==> config.mk <==
export PLATFORM = sky130hd
export DESIGN_NAME = brfr_ctrl
export DESIGN_NICKNAME = d
export VERILOG_FILES = /design/src/design/brfr_pkg.sv /design/src/design/brfr_ctrl.sv
export SDC_FILE = /design/constraint.sdc
export NUM_CORES = 1
export LEC_CHECK = 0
export BUFFER_PORTS_ARGS = -buffer_cell sky130_fd_sc_hd__buf_2
export CAP_MARGIN = 40
export CORE_AREA = 2 2 153 155
export DETAILED_ROUTE_END_ITERATION = 8
export DIE_AREA = 0 0 155 157
export HOLD_SLACK_MARGIN = 0.02
export PLACE_DENSITY_LB_ADDON = 0.25
export SKIP_LAST_GASP = 1
export SYNTH_ARGS = -nofsm -noshare
export SYNTH_HDL_FRONTEND = slang
export SYNTH_SLANG_ARGS = --single-unit
==> constraint.sdc <==
create_clock -name i_clk -period 13.7 [get_ports i_clk]
set_input_delay 2.055 -clock i_clk [delete_from_list [all_inputs] [get_ports i_clk]]
set_output_delay 2.055 -clock i_clk [all_outputs]
set_load 0.005 [all_outputs]
==> src/design/brfr_pkg.sv <==
// ----------------------------------------------------------------------------
// brfr_pkg
// types and constants of the byte ring fifo with reservations
// ----------------------------------------------------------------------------
`default_nettype none

package brfr_pkg;

    localparam int OP_W   = 4;
    localparam int DATA_W = 8;
    localparam int CNT_W  = 11;
    localparam int IDX_W  = 10;

    typedef enum logic [OP_W-1:0] {
        OP_PUT          = 4'd0,
        OP_POP          = 4'd1,
        OP_RESERVE_WR   = 4'd2,
        OP_COMMIT_WR    = 4'd3,
        OP_RESERVE_RD   = 4'd4,
        OP_COMMIT_RD    = 4'd5,
        OP_CLEAR        = 4'd6,
        OP_STORE_AT     = 4'd7,
        OP_LOAD_AT      = 4'd8
    } t_op;

    typedef struct packed {
        logic [OP_W-1:0]   operation;
        logic [DATA_W-1:0] data_in;
        logic [CNT_W-1:0]  count;
        logic [IDX_W-1:0]  index;
    } t_in_item;

    typedef struct packed {
        logic              ok;
        logic [DATA_W-1:0] data_out;
        logic [CNT_W-1:0]  granted;
        logic [IDX_W-1:0]  first_pos;
        logic [CNT_W-1:0]  first_len;
        logic [CNT_W-1:0]  second_len;
        logic [CNT_W-1:0]  fill_level;
        logic [CNT_W-1:0]  free_space;
        logic              is_empty;
        logic              is_full;
    } t_out_item;

endpackage

`default_nettype wire

==> src/design/brfr_ctrl.sv <==
// ----------------------------------------------------------------------------
// brfr_ctrl
// counter and reservation state, operation decode and status
// ----------------------------------------------------------------------------
`default_nettype none

module brfr_ctrl
    import brfr_pkg::*;
#(
    parameter int DEPTH_LOG2 = 10
) (
    input  wire logic                  i_clk,
    input  wire logic                  i_rst_n,
    input  wire logic                  i_accept,
    input  wire t_in_item              i_item,
    output logic                       o_mem_we,
    output logic                       o_mem_re,
    output logic      [DEPTH_LOG2-1:0] o_mem_addr,
    output logic      [DATA_W-1:0]     o_mem_wdata,
    output t_out_item                  o_res,
    output logic                       o_rd
);

    localparam int AW = DEPTH_LOG2;
    localparam int CW = DEPTH_LOG2 + 1;
    localparam int XW = (CW > CNT_W) ? CW : CNT_W;
    localparam logic [XW-1:0] CAP_X = XW'(1) << AW;

    logic [CW-1:0] r_wc, r_rc, r_wres, r_rres;
    logic [CW-1:0] n_wc, n_rc, n_wres, n_rres;

    logic [XW-1:0] fill, space, cnt, have_rs, resv, avail, take, room, first, second;
    logic [XW-1:0] g_lim, g, fill_after;
    logic [AW-1:0] pos, idx;
    logic          is_wr;

    always_ff @(posedge i_clk) begin
        if (!i_rst_n) begin
            r_wc   <= '0;
            r_rc   <= '0;
            r_wres <= '0;
            r_rres <= '0;
        end else if (i_accept) begin
            r_wc   <= n_wc;
            r_rc   <= n_rc;
            r_wres <= n_wres;
            r_rres <= n_rres;
        end
    end

    // shared reserve and commit arithmetic, steered by direction
    always_comb begin
        fill    = XW'(CW'(r_wc - r_rc));
        space   = CAP_X - fill;
        cnt     = XW'(i_item.count);
        idx     = AW'(i_item.index);
        is_wr   = (t_op'(i_item.operation) == OP_RESERVE_WR)
               || (t_op'(i_item.operation) == OP_COMMIT_WR);
        have_rs = is_wr ? space : fill;
        resv    = is_wr ? XW'(r_wres) : XW'(r_rres);
        pos     = is_wr ? r_wc[AW-1:0] : r_rc[AW-1:0];
        avail   = (have_rs > resv) ? (have_rs - resv) : '0;
        take    = (cnt < avail) ? cnt : avail;
        room    = CAP_X - XW'(pos);
        first   = (take < room) ? take : room;
        second  = take - first;
        g_lim   = (cnt < resv) ? cnt : resv;
        g       = (g_lim < have_rs) ? g_lim : have_rs;
    end

    always_comb begin
        n_wc        = r_wc;
        n_rc        = r_rc;
        n_wres      = r_wres;
        n_rres      = r_rres;
        fill_after  = fill;
        o_mem_we    = 1'b0;
        o_mem_re    = 1'b0;
        o_mem_addr  = idx;
        o_mem_wdata = i_item.data_in;
        o_rd        = 1'b0;
        o_res       = '0;
        case (t_op'(i_item.operation))
            OP_PUT: begin
                o_mem_addr = r_wc[AW-1:0];
                if (space != '0) begin
                    o_mem_we   = i_accept;
                    n_wc       = r_wc + CW'(1);
                    fill_after = fill + XW'(1);
                    o_res.ok   = 1'b1;
                end
            end
            OP_POP: begin
                o_mem_addr = r_rc[AW-1:0];
                if (fill != '0) begin
                    o_mem_re   = i_accept;
                    o_rd       = 1'b1;
                    n_rc       = r_rc + CW'(1);
                    fill_after = fill - XW'(1);
                    o_res.ok   = 1'b1;
                end
            end
            OP_RESERVE_WR, OP_RESERVE_RD: begin
                if (take != '0) begin
                    if (is_wr) begin
                        n_wres = r_wres + CW'(take);
                    end else begin
                        n_rres = r_rres + CW'(take);
                    end
                    o_res.ok         = 1'b1;
                    o_res.granted    = CNT_W'(take);
                    o_res.first_pos  = IDX_W'(pos);
                    o_res.first_len  = CNT_W'(first);
                    o_res.second_len = CNT_W'(second);
                end
            end
            OP_COMMIT_WR: begin
                if (g != '0) begin
                    n_wc          = r_wc + CW'(g);
                    n_wres        = r_wres - CW'(g);
                    fill_after    = fill + g;
                    o_res.ok      = 1'b1;
                    o_res.granted = CNT_W'(g);
                end
            end
            OP_COMMIT_RD: begin
                if (g != '0) begin
                    n_rc          = r_rc + CW'(g);
                    n_rres        = r_rres - CW'(g);
                    fill_after    = fill - g;
                    o_res.ok      = 1'b1;
                    o_res.granted = CNT_W'(g);
                end
            end
            OP_CLEAR: begin
                n_wc       = '0;
                n_rc       = '0;
                n_wres     = '0;
                n_rres     = '0;
                fill_after = '0;
                o_res.ok   = 1'b1;
            end
            OP_STORE_AT: begin
                o_mem_we = i_accept;
                o_res.ok = 1'b1;
            end
            OP_LOAD_AT: begin
                o_mem_re = i_accept;
                o_rd     = 1'b1;
                o_res.ok = 1'b1;
            end
            default: begin
            end
        endcase
        o_res.fill_level = CNT_W'(fill_after);
        o_res.free_space = CNT_W'(CAP_X - fill_after);
        o_res.is_empty   = (fill_after == '0);
        o_res.is_full    = (fill_after == CAP_X);
    end

endmodule

`default_nettype wire

==> run summary <==
Fin. Hold Viols: 0
Clock buffer depth: 2
Final Util: 49.0%
CP max FO: 14
Clock-pin slew on the worst setup and hold paths: 70 ps
Synthesis-to-layout area growth: 10.0%
Crit-path most repeated cell: a21oi_1
Count leader, synth: nor2_1
Crit path required time: 11640 ps
Worst EP arrival: 10850 ps
Worst Setup End Kind: primary output
Post-synth EDFFs: 0
Status: complete, no violations
Grt total ovfl: 0
Ys async rst share: 0%
Initial antenna violation count: 0
Detailed Route WL: 35300 um
Synth Register Bits: 44
Die Ht: 157 um
Synth unique cells: 90
Port Buffer Count: 108
Initial Utilization: 44.5%
Top cell type's share of synthesized area: 17.0%
Final WS setup: 795 ps
Std cell rows: 55
CP Depth: 49
Mean Syn Cell Area: 7.05 um^2
Gr usage total: 28.5%
CTS Sinks: 44
Cell area after synthesis: 10000 um^2
Placed inst area: 10900 um^2
Max Slew Vio Count: 0
CP delay by family, top: compound AO/OA/AOI/OAI gates
Number of DRC markers in iteration 0: 1140
Fin crit share: 94.2%
Final GP Congestion: 0.982
Least-Margin Pin Slew: 874 ps
Slew Limit Headroom: 41.6%
CTS tree: done
Die X: 155 um
DRC violations left: 0
Largest net degree at the start of global routing: 45
Setup CP Type: flip-flop to primary output
Max-cap viol count: 0
Synth area leader: ha_1
Highest clock rate: 77.5 MHz
Place WS: 886 ps
Worst hold path class: flip-flop to flip-flop
TritonRoute pass-1 iters: 6
Most used DFF post-synth: dfxtp_1
Startpoint Class: flip-flop
Core Area: 22500 um^2
# H-tree levels: 2
Routed vias/inst: 6.08
CP peak stage delay: 540 ps
CTS root buf: clkbuf_16
Die ar.: 24300 um^2
Finished Cell Area: 11000 um^2
Register area share after synthesis: 8.79%
CTS Hold Bufs: 0
Number of buffers and inverters on the critical path: 9
WL/cell: 19.8 um
Routed Antenna Nets: 0
Post-DP HPWL: 28200 um
IO Count: 133
Worst-Skew Late Latency: 300 ps
Final setup skew: 9.00 ps
Final nets: 1680
Hold depth: 2
Gate Count Post-Synth: 1422
Total CTS buffers: 5
Crit path time final: 12900 ps
Layout cells sized above 1: 13.3%
Ranking of synthesized cells by area: ha_1, dfxtp_1, a21oi_1, xnor2_1, nor2_1
Cells on worst reg2reg path: 41
Post-synth top cells: nor2_1, ha_1, a21oi_1
Total negative setup slack: 0 ps
First-pass GRT wire length: 55000 um
Vias in the first global route: 10000
CP max stage cell: xnor2_1
Ant diodes: 0
Final count of negative-setup-slack endpoints: 0
DR vias: 10800
Yosys warnings: 0
RSZ-0062 raised after global routing: false
final timing paths:
check | startpoint | endpoint | slack [ps]
max | r_rc[0] | o_res[34] | 800
min | r_rc[2] | r_rc[2] | 510
max reg2reg | r_rc[0] | r_wres[10] | 3470
min reg2reg | r_rc[2] | r_rc[2] | 510
what timing repair did:
action,4_1_cts,5_1_grt
setup buffers,0,2
setup endpoints to repair,0,1
endpoints found under the hold margin,0,0
gates resized for setup,0,1
metrics by stage:
| step | hold WS [ps] | cells |
|---|---|---|
| 6_report | 507 | 1785 |
| 5_1_grt | 539 | 1785 |
| 4_1_cts | 507 | 1783 |
| 3_5_place_dp | 495 | 1775 |
| 3_3_place_gp | 489 | 1774 |
| 2_1_floorplan | 471 | 1429 |
registers in the layout, indices dropped and copies added (netlist names):
name	count
r_rres	11
r_wc	11
r_rc	11
r_wres	11
area by class of cell:
type	count	area [um^2]
fill	2306	11500
multi-input combinational	1203	8440
sequential	44	881
timing repair buffer	144	818
inverter	101	382
tap	285	357
clock buffer	6	139
clock inverter	2	15.0
logic make-up (layout without fill, tap and decap cells):
kind of cell | after synthesis | after routing | synth area share (%)
AND/OR/NAND/NOR | 486 | 486 | 24.3
AO/OA/AOI/OAI | 444 | 444 | 29.2
buffers and inverters | 182 | 253 | 7.63
adder cells (fa/ha/maj) | 145 | 145 | 18.8
XOR/XNOR | 94 | 94 | 8.44
flip-flops | 44 | 44 | 8.79
multiplexers | 26 | 26 | 2.82
other | 1 | 8 | 0.0374
placed cells by master, fill, tap and decap left out, types with 11 or more instances in the layout:
cell        n
buf_2     108
nor3b_1    13
inv_1      95
nor2_1    153
ha_1      136
a21o_1     47
nand4_1    12
nand2_1    87
a31oi_1    12
dfxtp_1    44
a21boi_0   25
nand3_1    44
a211oi_1   19
nor2b_1    40
nand2b_1   31
a21oi_1   135
o21ai_0    68
mux2i_1    17
and2_1     11
o21bai_1   27
o22ai_1    14
nor3_1     47
xor2_1     20
buf_4      35
xnor2_1    70
worst min-delay path: stages, from the launching register on:
cell and delay, ps:
dfxtp_1 330, nand2b_1 70, a21boi_0 70
routing by layer:
layer	GRT usage [%]	vias up	wire length, um
met5	0	-	0
met4	10.4	0	1130
met3	2.42	66	2690
met2	46.3	498	15700
met1	39.6	5057	15700
li1	-	5227	-
Power is not shown: default switching activity piles up to over one toggle a cycle in this logic, so the estimate is an artifact.
